**config.mk**
```make
export PLATFORM = sky130hd
export DESIGN_NAME = lmdg_ctrl
export DESIGN_NICKNAME = d
export VERILOG_FILES = /design/src/rtl/core/lmdg_pkg.sv /design/src/rtl/core/lmdg_ctrl.sv
export SDC_FILE = /design/constraint.sdc
export NUM_CORES = 1
export LEC_CHECK = 0
export ABC_AREA = 1
export BUFFER_PORTS_ARGS = -buffer_cell sky130_fd_sc_hd__buf_4
export CORE_UTILIZATION = 50
export CTS_BUF_LIST = sky130_fd_sc_hd__clkbuf_4 sky130_fd_sc_hd__clkbuf_8
export DETAILED_ROUTE_END_ITERATION = 16
export PLACE_DENSITY = 0.72
export SYNTH_ARGS = -nofsm -noshare
export SYNTH_HDL_FRONTEND = slang
export SYNTH_SLANG_ARGS = --single-unit
```
**constraint.sdc**
```tcl
create_clock -name clk -period 3.6 [get_ports clk]
set_input_delay 0 -clock clk [delete_from_list [all_inputs] [get_ports clk]]
set_output_delay 0 -clock clk [all_outputs]
set_load 0.02 [all_outputs]
```
**src/rtl/core/lmdg_pkg.sv**
```systemverilog
// Shared types, widths and constants of the lattice mean-distance gradient block.
// No dependencies; used by lmdg_ctrl, lmdg_datapath and the top level.
package lmdg_pkg;

    localparam int MAX_POINTS_DEF = 1024;

    localparam int IDX_W   = 8;
    localparam int PEAK_W  = 16;
    localparam int COEF_W  = 16;
    localparam int ROW_W   = 3 * COEF_W;
    localparam int IN_W    = 3 * IDX_W + 3 * PEAK_W;
    localparam int D_W     = 26;
    localparam int S_W     = 50;
    localparam int X_W     = 64;
    localparam int ROOT_W  = 32;
    localparam int SQREM_W = 35;
    localparam int NUM_W   = 48;
    localparam int DEN_W   = 34;
    localparam int REM_W   = 35;
    localparam int U_W     = 17;
    localparam int SUM_W   = 34;
    localparam int GRAD_W  = 24;
    localparam int CNT_W   = 11;
    localparam int STEP_W  = 6;
    localparam int SEL_W   = 4;

    localparam logic [STEP_W-1:0] SQRT_LAST = STEP_W'(ROOT_W - 1);
    localparam logic [STEP_W-1:0] DIV_LAST  = STEP_W'(NUM_W - 1);
    localparam logic [SEL_W-1:0]  LAST_ROW  = SEL_W'(2);
    localparam logic [SEL_W-1:0]  LAST_ENT  = SEL_W'(8);

    // Configuration register indexes.
    localparam logic [1:0] REG_BASIS_X = 2'd0;
    localparam logic [1:0] REG_BASIS_Y = 2'd1;
    localparam logic [1:0] REG_BASIS_Z = 2'd2;

    typedef logic [2:0][ROW_W-1:0] basis_t;
    typedef logic [8:0][GRAD_W-1:0] grad_arr_t;

    typedef enum logic [3:0] {
        OP_NONE,
        OP_LOAD,
        OP_DROW,
        OP_SQ,
        OP_SQRT_INIT,
        OP_SQRT_STEP,
        OP_UDIV_INIT,
        OP_DIV_STEP,
        OP_USTORE,
        OP_ACC,
        OP_MDIV_INIT,
        OP_MSTORE,
        OP_EMIT
    } op_t;

    typedef struct packed {
        op_t              op;
        logic [SEL_W-1:0] sel;
    } cmd_t;

    typedef struct packed {
        logic full;
        logic zero_res;
        logic last;
        logic out_busy;
    } status_t;

    // Row and column of a gradient entry in row-major order.
    function automatic logic [1:0] row_of(input logic [SEL_W-1:0] e);
        logic [1:0] r;
        case (e)
            4'd0, 4'd1, 4'd2: r = 2'd0;
            4'd3, 4'd4, 4'd5: r = 2'd1;
            default:          r = 2'd2;
        endcase
        return r;
    endfunction

    function automatic logic [1:0] col_of(input logic [SEL_W-1:0] e);
        logic [1:0] c;
        case (e)
            4'd0, 4'd3, 4'd6: c = 2'd0;
            4'd1, 4'd4, 4'd7: c = 2'd1;
            default:          c = 2'd2;
        endcase
        return c;
    endfunction

endpackage

```
**src/rtl/core/lmdg_ctrl.sv**
```systemverilog
// Sequencer of the gradient block: steps the datapath through one point.
// Depends on lmdg_pkg for the command and status types.
module lmdg_ctrl (
    input  logic              clk,
    input  logic              rst_n,
    input  logic              in_valid,
    output logic              in_ready,
    input  lmdg_pkg::status_t status,
    output lmdg_pkg::cmd_t    cmd
);
    import lmdg_pkg::*;

    typedef enum logic [14:0] {
        ST_IDLE   = 15'b000000000000001,
        ST_DROW   = 15'b000000000000010,
        ST_SQ     = 15'b000000000000100,
        ST_ZCHK   = 15'b000000000001000,
        ST_SQRT   = 15'b000000000010000,
        ST_UINIT  = 15'b000000000100000,
        ST_UDIV   = 15'b000000001000000,
        ST_USTORE = 15'b000000010000000,
        ST_ACC    = 15'b000000100000000,
        ST_FIN    = 15'b000001000000000,
        ST_MWAIT  = 15'b000010000000000,
        ST_MINIT  = 15'b000100000000000,
        ST_MDIV   = 15'b001000000000000,
        ST_MSTORE = 15'b010000000000000,
        ST_EMIT   = 15'b100000000000000
    } state_t;

    state_t            state_reg, state_next;
    logic [STEP_W-1:0] step_reg, step_next;
    logic [SEL_W-1:0]  sel_reg, sel_next;

    assign in_ready = (state_reg == ST_IDLE);

    always_comb
    begin
        state_next = state_reg;
        step_next  = step_reg;
        sel_next   = sel_reg;
        cmd.op     = OP_NONE;
        cmd.sel    = sel_reg;
        unique case (state_reg)
            ST_IDLE:
            begin
                if (in_valid)
                begin
                    cmd.op     = OP_LOAD;
                    sel_next   = '0;
                    state_next = status.full ? ST_FIN : ST_DROW;
                end
            end
            ST_DROW:
            begin
                cmd.op = OP_DROW;
                if (sel_reg == LAST_ROW)
                begin
                    sel_next   = '0;
                    state_next = ST_SQ;
                end
                else
                begin
                    sel_next = sel_reg + 1'b1;
                end
            end
            ST_SQ:
            begin
                cmd.op = OP_SQ;
                if (sel_reg == LAST_ROW)
                begin
                    state_next = ST_ZCHK;
                end
                else
                begin
                    sel_next = sel_reg + 1'b1;
                end
            end
            ST_ZCHK:
            begin
                if (status.zero_res)
                begin
                    state_next = ST_FIN;
                end
                else
                begin
                    cmd.op     = OP_SQRT_INIT;
                    step_next  = '0;
                    state_next = ST_SQRT;
                end
            end
            ST_SQRT:
            begin
                cmd.op = OP_SQRT_STEP;
                if (step_reg == SQRT_LAST)
                begin
                    sel_next   = '0;
                    state_next = ST_UINIT;
                end
                else
                begin
                    step_next = step_reg + 1'b1;
                end
            end
            ST_UINIT:
            begin
                cmd.op     = OP_UDIV_INIT;
                step_next  = '0;
                state_next = ST_UDIV;
            end
            ST_UDIV:
            begin
                cmd.op = OP_DIV_STEP;
                if (step_reg == DIV_LAST)
                begin
                    state_next = ST_USTORE;
                end
                else
                begin
                    step_next = step_reg + 1'b1;
                end
            end
            ST_USTORE:
            begin
                cmd.op = OP_USTORE;
                if (sel_reg == LAST_ROW)
                begin
                    sel_next   = '0;
                    state_next = ST_ACC;
                end
                else
                begin
                    sel_next   = sel_reg + 1'b1;
                    state_next = ST_UINIT;
                end
            end
            ST_ACC:
            begin
                cmd.op = OP_ACC;
                if (sel_reg == LAST_ENT)
                begin
                    state_next = ST_FIN;
                end
                else
                begin
                    sel_next = sel_reg + 1'b1;
                end
            end
            ST_FIN:
            begin
                state_next = status.last ? ST_MWAIT : ST_IDLE;
            end
            ST_MWAIT:
            begin
                if (!status.out_busy)
                begin
                    sel_next   = '0;
                    state_next = ST_MINIT;
                end
            end
            ST_MINIT:
            begin
                cmd.op     = OP_MDIV_INIT;
                step_next  = '0;
                state_next = ST_MDIV;
            end
            ST_MDIV:
            begin
                cmd.op = OP_DIV_STEP;
                if (step_reg == DIV_LAST)
                begin
                    state_next = ST_MSTORE;
                end
                else
                begin
                    step_next = step_reg + 1'b1;
                end
            end
            ST_MSTORE:
            begin
                cmd.op = OP_MSTORE;
                if (sel_reg == LAST_ENT)
                begin
                    state_next = ST_EMIT;
                end
                else
                begin
                    sel_next   = sel_reg + 1'b1;
                    state_next = ST_MINIT;
                end
            end
            ST_EMIT:
            begin
                cmd.op     = OP_EMIT;
                state_next = ST_IDLE;
            end
            default:
            begin
                state_next = ST_IDLE;
            end
        endcase
    end

    always_ff @(posedge clk or negedge rst_n)
    begin
        if (!rst_n)
        begin
            state_reg <= ST_IDLE;
            step_reg  <= '0;
            sel_reg   <= '0;
        end
        else
        begin
            state_reg <= state_next;
            step_reg  <= step_next;
            sel_reg   <= sel_next;
        end
    end

endmodule

```
==> impl_metrics.csv, run 1 <==
group,metric,value,unit
critical_path,crit_family,"simple AND/OR/NAND/NOR gates",
logic_synthesis,ys.flop_type,"dfrtp_1",
timing,setup_violations,0,
outcome,status,"completed",
logic_synthesis,async_flop_share,100,%
placed_design,gp_congestion,0.883,
finish,final_cell_area,2220,sq um
logic_synthesis,synth_cell_types,31,
finish,antenna_cells,0,
hold_path,min_from,"status[3]",
finish,nFillCells,385,
pwr,irDropWorstVdd,0.390,mV
route,vias,1807,
critical_path,crit_arrival,1.90,ns
global_routing,grt_max_degree,26,
route,wirelength,4.32,mm
floorplanning,die_area,4240,sq um
finish,final_cells,356,
clock_tree,cts_tree,"built",
clock_tree,cts_setup_buffers,0,
pwr,p_seq_share,30.2,%
critical_path,cp_slowest_cell,"dfrtp_1",
floorplanning,die_w,65.1,um
critical_path,crit_fanout,11,
logic_synthesis,netlist_area,1990,sq um
hold_path,min_to,"state_reg[1]",
logic_synthesis,synth_area_per_cell,6.91,sq um
critical_path,rr_worst_depth,11,
logic_synthesis,seq_area_frac_synth,31.5,%
clock_tree,cts_hold_buf,3,
critical_path,worstSetupStartpointType,"flop",
route,routed_via_density,5.08,
global_routing,grt_overflow,0,
floorplanning,core.rowCount,22,
critical_path,crit_chain,"nor2_1 > nand2_2 > nor2_4 > nand2_4 > nand2_4 > inv_2 > nand2_2 > a21oi_1 > nand2_1 > buf_4",
floorplanning,start_util,53.2,%
critical_path,path_class,"flop to output port",
pwr,power_switching_share,48.8,%
critical_path,critPathRequiredTime,3.60,ns
finish,largest_register_ffs,15,
logic_synthesis,synth.most_common_cell,"nand2_1",
pwr,clockPowerShare,12.9,%
timing,tns,0,ns
clock_tree,numCtsBuffers,3,
timing,skew,0.00242,ns
pwr,power.density,608,nW/um^2
logic_synthesis,yosysTopAreaCellShare,30.2,%
logic_synthesis,syn_nets,299,
clock_tree,clockBufferDepth,2,
finish,post-route-util,59.3,%
clock_tree,root_buffer,"clkbuf_8",
timing,fmax,0.527,GHz
placed_design,dp.final_hpwl,3.53,mm
finish,drive_above_1_share,19.2,%
pwr,switchingPower,659,uW
finish,syn_to_final_growth,11.5,%
critical_path,crit_buf_inv,2,
pwr,combPwrFrac,57.0,%
placed_design,port_buffers,15,
route,drt-pass1-iter-count,4,
clock_tree,htree_levels,1,
logic_synthesis,netlist_instances,288,
floorplanning,num_io_pins,16,
floorplanning,die_h,65.1,um
route,drtIter0Drc,95,
finish,nets,320,
timing,rsz0062_at_grt,"no",
route,antenna_left,0,
placed_design,dp_cells,349,
clock_tree,clk_pin_slew,0.08,ns
clock_tree,cts_resized,0,
critical_path,slowest_delay,0.40,ns
logic_synthesis,synth_seq_cells,25,
timing,hold_violations,0,
pwr,intPower,690,uW
logic_synthesis,synth_area_leaders,"dfrtp_1 (30%), nand2_1 (13%), inv_1 (9.4%)",
timing,relSlewSlack,73.3,%
hold_path,min_path_cells,4,
clock_tree,clk_latency,0.27,ns
logic_synthesis,synth_edf_count,0,
hold_path,min_path_type,"input pin to flop",
clock_tree,cts.sinks,25,
timing,post-route-period-util,52.8,%
pwr,power.leakage,0.00126,uW
floorplanning,core-area,3740,sq um
placed_design,postPlaceCellArea,2140,sq um
global_routing,grt_pass1_vias,1752,
pwr,total_power,1350,uW
timing,tightestPinTransition,0.399,ns
critical_path,r2r_end,"state_reg[5]",
route,wl_per_cell,12.1,um
global_routing,grt_pass1_wl,7.69,mm
critical_path,r2r_start,"step_reg[0]",
logic_synthesis,synthTopCellsByCount,"nand2_1 (71), inv_1 (50), nor2_1 (33)",
logic_synthesis,yosys_warnings,0,
job,cap_violations,0,
global_routing,grtUsageTotal,23.4,%
critical_path,reg2reg_slack,1.77,ns
timing,fin_crit,1.90,ns
route,drc,0,
critical_path,crit_path_end_kind,"output port",
timing,drv_slew,0,
logic_synthesis,synth_top_area_cell,"dfrtp_1",
global_routing,grt_antenna_before_repair,0,
==> cells in the final DEF, fill, tap and decap left out, types with 4 or more instances in the layout <==
master   count
buf_4       15
dfrtp_1     24
ha_1         4
inv_1       50
inv_2        4
nand2_1     71
nand2_2      7
nand2_4      5
nand3_1     32
nand3_4      4
nand4_1      7
nor2_1      33
nor2_2       8
nor3_1       4
o21ai_0      4
xor2_1       4
==> power by group through the flow <==
stage	registers [uW]	logic (uW)	clock network, uW
final	407	769	173
after global routing	416	863	194
after CTS	407	773	179
after detailed placement	411	766	0
after global placement	411	760	0
after floorplan	417	594	0
==> how the worst max path moves through the flow <==
stage              endpoint    startpoint  slack, ns  cells past startpoint
6_report             cmd[4]  state_reg[2]       1.70                     10
5_1_grt              cmd[7]  state_reg[2]       1.55                      8
4_1_cts              cmd[4]  state_reg[2]       1.70                     10
3_5_place_dp   state_reg[5]   step_reg[0]       1.80                     11
3_3_place_gp     sel_reg[0]  state_reg[5]       1.81                     10
2_1_floorplan    sel_reg[1]    sel_reg[0]       2.07                     10
==> layer usage <==
| layer | global-route usage (%) | vias up | routed length, um |
|---|---|---|---|
| li1 | - | 946 | - |
| met1 | 33.1 | 808 | 2060 |
| met2 | 37.1 | 49 | 1980 |
| met3 | 3.47 | 4 | 248 |
| met4 | 6.52 | 0 | 33 |
| met5 | 0 | - | 0 |
==> worst min-delay path, cell delays in order <==
cell	delay, ns
buf_4	0.09
nor2_1	0.04
nand3_1	0.07
nand2_1	0.05
==> final cells by class <==
| type | instances | area, sq um | area share, % |
|---|---|---|---|
| well taps | 48 | 60.1 | 2.71 |
| repair buffers | 18 | 143 | 6.43 |
| flip-flops and latches | 25 | 627 | 28.2 |
| multi-input cells | 207 | 1140 | 51.3 |
| inverters | 54 | 203 | 9.13 |
| clock buffers | 4 | 48.8 | 2.20 |
==> metrics by stage <==
stage          hold WS [ns]  worst slack, ns
6_report             0.0123             1.70
5_1_grt              0.0185             1.55
4_1_cts             0.00706             1.70
3_5_place_dp        -0.0772             1.80
3_3_place_gp        -0.0798             1.81
2_1_floorplan        -0.296             2.07
==> logic make-up (layout without fill, tap and decap cells) <==
| logic type | count (synthesis) | count (layout) | synth area share [%] |
|---|---|---|---|
| and+or+nand+nor | 181 | 181 | 47.2 |
| buffers and inverters | 56 | 76 | 11.3 |
| adders and majority gates | 4 | 4 | 2.51 |
| AOI/OAI and AO/OA | 18 | 18 | 5.72 |
| DFF | 25 | 25 | 31.5 |
| xor gates and xnor gates | 4 | 4 | 1.76 |
Note: power is estimated with default switching activity, not from simulation.
==> run 2, diff against run 1 <==
ABC_AREA = 0   (was 1)
PLACE_DENSITY = 0.75   (was 0.72)
clock period = 1.55 ns   (was 3.6 ns; I/O delays follow)
==> impl_metrics.csv, run 2 <==
group,metric,value,unit
placed_design,gp_congestion,0.974,
logic_synthesis,syn_nets,221,
global_routing,grt_overflow,144,
clock_tree,cts.sinks,25,
logic_synthesis,synth_seq_cells,25,
floorplanning,die_h,61.9,um
logic_synthesis,yosys_warnings,0,
clock_tree,clockBufferDepth,2,
logic_synthesis,yosysTopAreaCellShare,33.5,%
floorplanning,core.rowCount,21,
logic_synthesis,synth_cell_types,58,
logic_synthesis,netlist_instances,210,
logic_synthesis,ys.flop_type,"dfrtp_1",
floorplanning,num_io_pins,16,
logic_synthesis,async_flop_share,100,%
timing,endpoint_type,"register data pin",
floorplanning,die_w,61.9,um
clock_tree,htree_levels,1,
clock_tree,root_buffer,"clkbuf_4",
placed_design,post-place-ws,-0.876,ns
logic_synthesis,synth_area_leaders,"dfrtp_1 (33%), nor2_1 (5.9%), nand2_1 (4.2%)",
placed_design,dp.final_hpwl,4.82,mm
logic_synthesis,synth_area_per_cell,8.54,sq um
logic_synthesis,synth.most_common_cell,"nor2_1",
logic_synthesis,synthTopCellsByCount,"nor2_1 (28), dfrtp_1 (24), nand2_1 (20)",
logic_synthesis,netlist_area,1790,sq um
outcome,tool.error,"[ERROR GRT-0232] Routing congestion too high. Check the congestion heatmap in the GUI.",
global_routing,grt_max_degree,26,
global_routing,grtUsageTotal,82.4,%
clock_tree,numCtsBuffers,3,
logic_synthesis,synth_top_area_cell,"dfrtp_1",
placed_design,port_buffers,15,
logic_synthesis,synth_edf_count,0,
timing,worst_endpoint,"sel_reg[2]$_DFFE_PN0P_/D",
floorplanning,start_util,52.9,%
logic_synthesis,seq_area_frac_synth,34.9,%
outcome,stop_stage,"global routing (5_1_grt)",
outcome,status,"did not finish",
==> run 2: cell types whose count changed after synthesis, sizes merged, moves of 6 or more <==
cell / change
nand3: -23
or4b: +6
or4: +7
inv: -48
nor4b: +7
nand2: -62
a21oi: +7
o21ai: +7
nor2: -17
==> run 2: cell families after synthesis <==
family	synth area share, %
buf+inv	3.84
flops	34.9
fa+ha+maj	2.79
simple gates	38.8
compound gates	18.7
xor+xnor	0.976
==> run 2: repair_timing <==
action,in CTS
gates resized for setup,65
hold buffers,4
buffers inserted,16
endpoints found under the hold margin,30
endpoints found under the setup margin,30
pin swaps,27
==> run 2: through the flow <==
| step | hold slack (ns) | std cells | instance area [sq um] | TNS (ns) |
|---|---|---|---|---|
| 2_1_floorplan | -0.296 | 210 | 1950 | -11.00 |
| 3_3_place_gp | -0.0755 | 343 | 2630 | -15.16 |
| 3_5_place_dp | -0.0782 | 343 | 2630 | -17.17 |
| 4_1_cts | 0.108 | 366 | 3070 | -17.37 |
==> run 2: per-layer routing <==
metal  overflow  GRT usage, %
met5          0          15.7
met4         62           106
met3          0          57.6
met2         81           105
met1          1          75.6
==> run 3, diff against run 2 <==
CORE_UTILIZATION = 35   (was 50)
CTS_BUF_LIST = default   (was sky130_fd_sc_hd__clkbuf_4 sky130_fd_sc_hd__clkbuf_8)
PLACE_DENSITY = default   (was 0.75)
PLACE_DENSITY_LB_ADDON = 0.15   (was default)
clock period = 2.02 ns   (was 1.55 ns; I/O delays follow)
==> impl_metrics.csv, run 3 <==
group,metric,value,unit
clock_tree,clk_pin_slew,0.10,ns
global_routing,grt_max_degree,26,
route,wl_met1,2.70,mm
critical_path,crit_fanout,7,
clock_tree,htree_levels,1,
placed_design,port_buffers,15,
clock_tree,cts.sinks,25,
timing,tightestPinTransition,0.554,ns
logic_synthesis,ys.flop_type,"dfrtp_1",
outcome,violations,"negative setup slack",
critical_path,critPathRequiredTime,2.02,ns
timing,fin_crit,2.26,ns
logic_synthesis,synthTopCellsByCount,"nor2_1 (28), dfrtp_1 (24), nand2_1 (20)",
route,drc,0,
finish,final_cell_mix,"buf_4 (68), dfrtp_1 (20), nand2_1 (16)",
timing,fmax,0.442,GHz
logic_synthesis,netlist_instances,210,
logic_synthesis,synth_area_leaders,"dfrtp_1 (33%), nor2_1 (5.9%), nand2_1 (4.2%)",
route,antenna_left,0,
finish,nets,306,
logic_synthesis,yosys_warnings,0,
timing,relSlewSlack,62.6,%
clock_tree,clockBufferDepth,2,
floorplanning,core.rowCount,25,
route,routed_via_density,5.61,
floorplanning,die_h,73.6,um
floorplanning,num_io_pins,16,
global_routing,grt_pass1_wl,9.69,mm
finish,largest_register_ffs,15,
critical_path,worstSetupStartpointType,"flop",
route,routed.top_layer,"met4",
logic_synthesis,syn_nets,221,
finish,antenna_cells,0,
timing,rsz0062_at_grt,"yes",
logic_synthesis,synth_area_per_cell,8.54,sq um
timing,final.setup.worst_slack,-0.244,ns
critical_path,path_class,"flop to output port",
logic_synthesis,synth_seq_cells,25,
timing,tns,-2.50,ns
logic_synthesis,netlist_area,1790,sq um
critical_path,rr_worst_depth,7,
route,wl_per_cell,16.5,um
floorplanning,die_w,73.6,um
floorplanning,start_util,37.2,%
timing,drv_slew,0,
route,wirelength,5.97,mm
global_routing,grt_pass1_vias,2031,
logic_synthesis,synth_edf_count,0,
hold_path,min_path_type,"input pin to async pin",
timing,skew,0.00519,ns
clock_tree,cts_tree,"built",
finish,ff_latch_area,632,sq um
critical_path,r2r_end,"sel_reg[2]",
critical_path,crit_arrival,2.26,ns
critical_path,reg2reg_slack,-0.24,ns
global_routing,grt_overflow,0,
job,cap_violations,0,
floorplanning,die_area,5420,sq um
clock_tree,clk_latency,0.28,ns
route,drtIter0Drc,189,
pwr,irDropWorstVdd,0.456,mV
outcome,status,"finished, violations left",
placed_design,dp_cells,343,
finish,drive_above_1_share,55.4,%
placed_design,dp.final_hpwl,4.38,mm
global_routing,grt_antenna_before_repair,0,
logic_synthesis,yosysTopAreaCellShare,33.5,%
finish,final_common_cell,"buf_4",
timing,post-route-period-util,112,%
clock_tree,root_buffer,"clkbuf_8",
finish,nFillCells,429,
logic_synthesis,async_flop_share,100,%
global_routing,grtUsageTotal,23.4,%
floorplanning,core-area,4820,sq um
route,wl_met2,2.85,mm
timing,setup_violations,22,
logic_synthesis,seq_area_frac_synth,34.9,%
logic_synthesis,synth.most_common_cell,"nor2_1",
finish,multi_input_area,1430,sq um
critical_path,r2r_start,"state_reg[11]",
logic_synthesis,synth_cell_types,58,
timing,hold_violations,0,
finish,final_cells,361,
pwr,power.leakage,0.00131,uW
logic_synthesis,synth_top_area_cell,"dfrtp_1",
pwr,power.density,1050,nW/um^2
placed_design,gp_congestion,0.852,
critical_path,crit_path_end_kind,"output port",
route,vias,2026,
route,drt-pass1-iter-count,4,
clock_tree,numCtsBuffers,3,
finish,syn_to_final_growth,63.2,%
route,wl_met3,304,um
## run 3: worst max-delay path: stages, from the launching register on
cell and delay [ns]:
dfrtp_2 0.46, or4b_4 0.56, buf_6 0.14, a2111oi_4 0.32, buf_4 0.18, a31oi_2 0.04, nand4_1 0.14, buf_6 0.13
## run 3: worst max path at each step
stage / depth (start not counted) / startpoint / to / slack [ns]
after floorplan: 7 / state_reg[7] / step_reg[4] / -0.16
after global placement: 6 / state_reg[1] / sel_reg[0] / -0.21
after detailed placement: 6 / state_reg[0] / sel_reg[2] / -0.22
after CTS: 7 / state_reg[1] / cmd[5] / -0.25
after global routing: 7 / state_reg[11] / sel_reg[2] / -0.34
final: 7 / state_reg[1] / cmd[5] / -0.24
## run 3: layout make-up
cell class,instances,area share [%]
clock buffers,3,1.41
clock inverters,1,0.171
inverters,6,0.769
multi-input cells,173,48.7
flip-flops and latches,25,21.6
well taps,67,2.86
repair buffers,86,24.5
## run 3: through the flow
| stage | worst slack (ns) | power, uW | area, sq um | hold WS [ns] | util [%] |
|---|---|---|---|---|---|
| final | -0.244 | 3070 | 2930 | 0.153 | 60.8 |
| after global routing | -0.337 | 3260 | 2930 | 0.198 | 60.8 |
| after CTS | -0.247 | 2850 | 2780 | 0.167 | 57.7 |
| after detailed placement | -0.223 | 2380 | 2480 | -0.0701 | 51.6 |
| after global placement | -0.210 | 2350 | 2480 | -0.0690 | 51.6 |
| after floorplan | -0.164 | 1750 | 1920 | -0.296 | - |
## run 3: cell families after synthesis
| kind of cell | after synthesis | share of synthesized area, % |
|---|---|---|
| simple gates | 118 | 38.8 |
| compound gates | 49 | 18.7 |
| flops | 25 | 34.9 |
| buf+inv | 12 | 3.84 |
| fa+ha+maj | 4 | 2.79 |
| xor+xnor | 2 | 0.976 |
## run 3: where the power goes
part / total, uW / switching (uW) / internal (uW)
clock network: 324 / 185 / 139
registers: 694 / 96.5 / 597
logic: 2060 / 1070 / 986
total: 3070 / 1350 / 1720
## run 3: timing repair
item	CTS	global route
gates resized for setup	38	30
endpoints found under the hold margin	29	0
hold buffers	4	0
setup buffers	9	3
pin swaps	20	16
setup endpoints to repair	24	24
## run 3: layer usage
metal | global-route usage, % | vias up
met5 | 0 | -
met3 | 2.47 | 14
met4 | 7.05 | 0
met1 | 31.5 | 968
li1 | - | 973
met2 | 39.6 | 71
==> run 4, diff against run 3 <==
CELL_PAD_IN_SITES_DETAIL_PLACEMENT = 1   (was default)
CELL_PAD_IN_SITES_GLOBAL_PLACEMENT = 2   (was default)
==> impl_metrics.csv, run 4 (synthesis results as in run 3) <==
group,metric,value,unit
outcome,status,"finished, violations left",
outcome,violations,"negative setup slack",
placed_design,port_buffers,15,
timing,fin_crit,2.50,ns
placed_design,gp_congestion,0.989,
clock_tree,numCtsBuffers,3,
timing,relSlewSlack,34.1,%
finish,antenna_cells,0,
critical_path,r2r_start,"state_reg[5]",
global_routing,grt_overflow,0,
finish,drive_above_1_share,59.7,%
hold_path,min_path_type,"input pin to async pin",
critical_path,reg2reg_slack,-0.48,ns
route,antenna_left,0,
placed_design,post-place-ws,-0.279,ns
floorplanning,start_util,37.2,%
timing,setup_violations,24,
floorplanning,die_w,73.6,um
critical_path,critPathRequiredTime,2.19,ns
placed_design,postPlaceCellArea,2530,sq um
finish,nets,332,
global_routing,grt_pass1_wl,12.4,mm
timing,post-route-period-util,124,%
critical_path,path_class,"flop to flop",
finish,final_cell_mix,"buf_4 (90), dfrtp_1 (19), nor2_1 (18)",
route,wirelength,9.91,mm
timing,hold_violations,0,
critical_path,crit_path_end_kind,"flop",
timing,tightestPinTransition,0.975,ns
job,cap_violations,0,
global_routing,grt_pass1_vias,2418,
clock_tree,cts_tree,"built",
clock_tree,clockBufferDepth,2,
finish,largest_register_ffs,15,
clock_tree,clk_latency,0.30,ns
timing,rsz0062_at_grt,"yes",
global_routing,grt_max_degree,26,
route,wl_per_cell,25.6,um
pwr,power.density,1120,nW/um^2
critical_path,crit_fanout,5,
clock_tree,cts.sinks,25,
critical_path,r2r_end,"sel_reg[2]",
route,drtIter0Drc,174,
critical_path,rr_worst_depth,8,
floorplanning,core.rowCount,25,
timing,drv_slew,0,
finish,syn_to_final_growth,78.2,%
route,drc,0,
route,routed_via_density,6.23,
global_routing,grtUsageTotal,31.4,%
floorplanning,core-area,4820,sq um
critical_path,worstSetupStartpointType,"flop",
finish,post-route-util,66.4,%
clock_tree,htree_levels,1,
timing,final.setup.worst_slack,-0.479,ns
floorplanning,die_h,73.6,um
floorplanning,num_io_pins,16,
clock_tree,root_buffer,"clkbuf_8",
route,vias,2410,
pwr,power.leakage,0.00145,uW
pwr,irDropWorstVdd,0.571,mV
placed_design,dp.final_hpwl,5.48,mm
global_routing,grt_antenna_before_repair,0,
finish,final_common_cell,"buf_4",
timing,skew,0.0153,ns
clock_tree,clk_pin_slew,0.11,ns
timing,fmax,0.400,GHz
floorplanning,die_area,5420,sq um
finish,final_cell_area,3200,sq um
route,drt-pass1-iter-count,7,
critical_path,crit_arrival,2.67,ns
## run 4: where the power goes
group	switching [uW]	leakage, uW	internal, uW
clock	202	0.0000255	139
sequential	106	0.000315	598
combinational	1340	0.00111	1180
total	1650	0.00145	1920
## run 4: what timing repair did
item / in CTS / in global routing
hold buffers: 4 / 0
gates resized for setup: 40 / 49
pin swaps: 8 / 29
endpoints found under the setup margin: 24 / 26
gates cloned: 1 / 0
buffers inserted: 11 / 18
hold endpoints to repair: 29 / 0
## run 4: per-layer routing
metal  global-route usage, %  part of all wire [%]  vias to the layer above
met2                    56.1                    49                      119
met4                    17.9                   5.4                        0
met1                    34.9                    40                     1213
met5                       0                     0                        -
li1                        -                     -                     1025
met3                    5.35                   5.4                       53
## run 4: area by class of cell
cell class | instances | area (sq um)
inverter | 6 | 22.5
timing repair buffer | 112 | 925
clock buffer | 3 | 41.3
multi-input combinational | 173 | 1490
clock inverter | 1 | 5.00
sequential | 25 | 633
fill | 554 | 1620
tap | 67 | 83.8
## run 4: how the worst max path moves through the flow
stage	start	end	slack [ns]	depth (start not counted)
finish	state_reg[5]	sel_reg[2]	-0.48	8
global route	state_reg[5]	sel_reg[2]	-0.53	8
CTS	state_reg[0]	sel_reg[0]	-0.27	6
detailed placement	state_reg[0]	sel_reg[3]	-0.28	6
global placement	state_reg[0]	sel_reg[0]	-0.23	6
floorplan	state_reg[7]	step_reg[4]	-0.16	7
## run 4: metrics by stage
| stage | power [uW] | TNS, ns | std cells | hold WS (ns) |
|---|---|---|---|---|
| floorplan | 1750 | -1.24 | 210 | -0.296 |
| global placement | 2400 | -2.11 | 351 | -0.0747 |
| detailed placement | 2490 | -3.06 | 351 | -0.0704 |
| CTS | 3110 | -3.66 | 371 | 0.168 |
| global route | 3720 | -8.52 | 387 | 0.180 |
| finish | 3570 | -7.75 | 387 | 0.142 |
## run 4: critical path: stages (launching register included)
cell and delay [ns]:
dfrtp_2 0.47, buf_4 0.17, nor4b_1 0.48, buf_4 0.24, a2bb2o_4 0.13, a22oi_2 0.07
a2111o_1 0.48, o21ai_1 0.24, o21ai_2 0.08
